`src/rtl/double_hash_string_set_unit_assert.svh`:
```
// Assertion macros used by dhss_back.
`ifndef DOUBLE_HASH_STRING_SET_UNIT_ASSERT_SVH
`define DOUBLE_HASH_STRING_SET_UNIT_ASSERT_SVH

// The consequent must hold in the same cycle as the antecedent.
`define DHSS_AST_IMP(lbl, ante, cons, msg) \
    lbl: assert property (@(posedge i_clk) disable iff (!i_rst_n) (ante) |-> (cons)) \
        else $error(msg);

// The consequent must hold in the cycle after the antecedent.
`define DHSS_AST_NXT(lbl, ante, cons, msg) \
    lbl: assert property (@(posedge i_clk) disable iff (!i_rst_n) (ante) |=> (cons)) \
        else $error(msg);

`endif

```
`src/rtl/dhss_fifo.sv`:
```
`timescale 1ns / 1ps
module dhss_fifo #(
    parameter int W = 8
) (
    input  logic         i_clk,
    input  logic         i_rst_n,
    input  logic         i_push,
    input  logic [W-1:0] i_data,
    input  logic         i_pop,
    output logic [W-1:0] o_data,
    output logic         o_full,
    output logic         o_empty
);

    logic [W-1:0] r_mem [2];
    logic         r_wp;
    logic         r_rp;
    logic [1:0]   r_cnt;

    assign o_full  = (r_cnt == 2'd2);
    assign o_empty = (r_cnt == 2'd0);
    assign o_data  = r_mem[r_rp];

    always_ff @(posedge i_clk) begin
        if (i_push) begin
            r_mem[r_wp] <= i_data;
        end
    end

    always_ff @(posedge i_clk) begin
        if (!i_rst_n) begin
            r_wp  <= 1'b0;
            r_rp  <= 1'b0;
            r_cnt <= 2'd0;
        end else begin
            if (i_push) begin
                r_wp <= ~r_wp;
            end
            if (i_pop) begin
                r_rp <= ~r_rp;
            end
            if (i_push && !i_pop) begin
                r_cnt <= r_cnt + 2'd1;
            end else if (i_pop && !i_push) begin
                r_cnt <= r_cnt - 2'd1;
            end
        end
    end

endmodule

```
`config.mk`:
```
export PLATFORM = sky130hd
export DESIGN_NAME = dhss_fifo
export DESIGN_NICKNAME = d
export VERILOG_FILES = /design/src/rtl/double_hash_string_set_unit_assert.svh /design/src/rtl/dhss_fifo.sv
export SDC_FILE = /design/constraint.sdc
export NUM_CORES = 1
export LEC_CHECK = 0
export CAP_MARGIN = 20
export CORE_MARGIN = 2
export CORE_UTILIZATION = 57
export DETAILED_ROUTE_END_ITERATION = 7
export DONT_BUFFER_PORTS = 1
export GPL_TIMING_DRIVEN = 0
export PLACE_DENSITY = 0.72
export SLEW_MARGIN = 20
export SYNTH_ARGS = -nofsm -noshare
export SYNTH_HDL_FRONTEND = slang
export SYNTH_SLANG_ARGS = --single-unit
```
`constraint.sdc`:
```
create_clock -name i_clk -period 1.6 [get_ports i_clk]
set_input_delay 0.48 -clock i_clk [delete_from_list [all_inputs] [get_ports i_clk]]
set_output_delay 0.48 -clock i_clk [all_outputs]
set_load 0.1 [all_outputs]
```
==> flow_summary.toml <==
[die]
core_um2 = 1301
dieArea_um2 = 1709
die_h_um = 41.34
ios = 22
row_count = 13
initial_core_util = 0.6106
dieWidth_um = 41.34

[power]
power.leakage_uw = 0.0003384
max-vdd-ir-drop_uv = 838.3
power_density_nw_per_um2 = 1361

[finish]
layout.cells.non_filler = 67
syn_to_final_growth_pct = 13.54
layout_common_cells = "edfxtp_1 (16), mux2_4 (8), and2_1 (4)"
n_antenna_cell = 0
drive_gt1_frac = 0.3462
final_common_cell = "edfxtp_1"
nets = 66

[route]
routed_wirelength_um = 1089
ant_nets = 0
drtPass1Iterations = 4
highest_layer = "met3"
dr_wl_met3_um = 65
dr_wl_met2_um = 621
vias_per_cell = 5.612
vias = 376
routedWlPerCell_um = 16.25
drc = 0
met1_length_um = 403
drtIter0Drc = 7

[critical_path]
critical-path-top-delay-family = "multiplexers"
path_class = "register to output pin"
cp_slowest_cell = "mux2_4"
cp_num_buf_inv = 1
crit_path_end_kind = "output pin"
crit_fanout = 8
cp-start-kind = "register"
cp_data_arrival_time_ns = 1.22
required_ns = 1.12
crit_chain = "buf_8, mux2_4"
critPathMaxStageDelay_ns = 0.44

[sta]
relSlewSlack = 0.5107
finalMaxSlewViolations = 0
finalSetupViolCount = 10
min_period_ns = 1.698
rsz0062_at_grt = "true"
fin_skew_ns = 0.004120
tns_ns = -0.7924
tightest_slew_ns = 0.7325
max_freq_mhz = 588.8
finalHoldViolCount = 0
worst_slack_ns = -0.09842
period_share = 1.062

[clock_tree]
clk_pin_slew_ns = 0.10
htreeDepth = 1
clock-sinks = 21
root_buffer = "clkbuf_4"
cts_buffers = 3
cts_tree = "yes"
worst_skew_pair.late_latency_ns = 0.28
clockBufferDepth = 2

[run_status]
violations = "negative setup slack"
status = "finished with violations"

[placement]
gp_congestion = 0.6480
dp_hpwl_um = 799.6
dp.cells = 62
io_buffers = 0

[synthesis]
ys_types = 16
syn_inst = 47
synth_fp_nets = 60
syn_area_um2 = 794.5
synth_top_cell_by_area = "edfxtp_1"
netlist.area_leader.share = 0.6047
avgSynthCellArea_um2 = 16.90
netlist_top_cells_area = "edfxtp_1 (60%), dfxtp_1 (13%), mux2_2 (11%)"
ys.warnings.count = 0
synth-seq-cells = 21
ys_seq_area_frac = 0.7307

[global_route]
grtUsageTotal = 0.1463
first_global_vias = 363
antenna_found_initial = 0
grt_pass1_wl_um = 1504
grt_max_degree = 12
gr-total-overflow = 0

[min_path]
hp-class = "input port to register"

[run]
drv_cap = 0
## final cells by class
type | instances | area (µm²)
repair buffers | 1 | 7.507
inverters | 1 | 3.754
clock buffers | 4 | 26.28
well taps | 15 | 18.77
plain buffers | 1 | 15.01
multi-input cells | 24 | 244.0
flip-flops and latches | 21 | 586.8
fillers | 93 | 399.1
## kinds of logic (layout without fill, tap and decap cells)
family	count (synthesis)	count (layout)	share of synthesized area
AND/OR/NAND/NOR	9	9	0.07086
XOR/XNOR	3	3	0.03308
adder cells (fa/ha/maj)	1	1	0.01575
AO/OA/AOI/OAI	3	3	0.02520
multiplexers	8	8	0.1134
flip-flops	21	21	0.7307
buffers and inverters	2	7	0.01101
## path summary, 6_finish.rpt
kind | start | to | slack, ns | depth (start not counted)
setup / recovery | register | o_data[3] | -0.1 | 2
hold / removal | i_data[0] | r_mem[1][0] | 0.28 | 0
setup reg to reg | r_wp | r_mem[0][2] | 0.33 | 1
hold reg to reg | r_cnt[1] | r_cnt[1] | 0.51 | 2
## Yosys cell counts (all sizes together)
library cell / instances
a21boi: 1
and2: 4
and2b: 1
buf: 1
dfxtp: 5
edfxtp: 16
ha: 1
inv: 1
mux2: 8
nor2: 1
nor2b: 2
o21a: 1
o21ai: 1
or3: 1
xnor2: 1
xor2: 2
## registers in the layout, indices dropped and copies added, names as in the netlist, named ones only
signal	flops
r_wp	1
r_cnt	2
r_mem	16
r_rp	1
## metrics by stage
| step | cell area (µm²) | hold WS (ns) | power (µW) | worst slack (ns) | utilization |
|---|---|---|---|---|---|
| after floorplan | 802.0 | 0.4993 | 956.8 | 0.1024 | - |
| after global placement | 820.8 | 0.5095 | 967.7 | 0.05969 | 0.6308 |
| after detailed placement | 820.8 | 0.5227 | 975.7 | 0.04014 | 0.6308 |
| after CTS | 902.1 | 0.2769 | 1237 | -0.1103 | 0.6933 |
| after global routing | 902.1 | 0.2638 | 1271 | -0.1367 | 0.6933 |
| final | 902.1 | 0.2843 | 1228 | -0.09842 | 0.6933 |
## report_power, final
group          total, µW  switching, µW  internal [µW]
sequential           649           21.4            627
clock                230            133           96.6
combinational        350            269           80.4
total               1230            424            804
## timing repair
item                                    4_1_cts  5_1_grt
hold buffers                                  0        0
setup buffers                                 1        0
resized for setup                            16        0
endpoints found under the setup margin       10       10
pin swaps                                     1        0
## layer usage
layer  up-vias  track usage
met5         -            0
met4         0      0.02419
met3         0      0.04787
met2        15       0.2969
met1       181       0.1413
li1        180            -
Power figures use the tool's default switching activity.
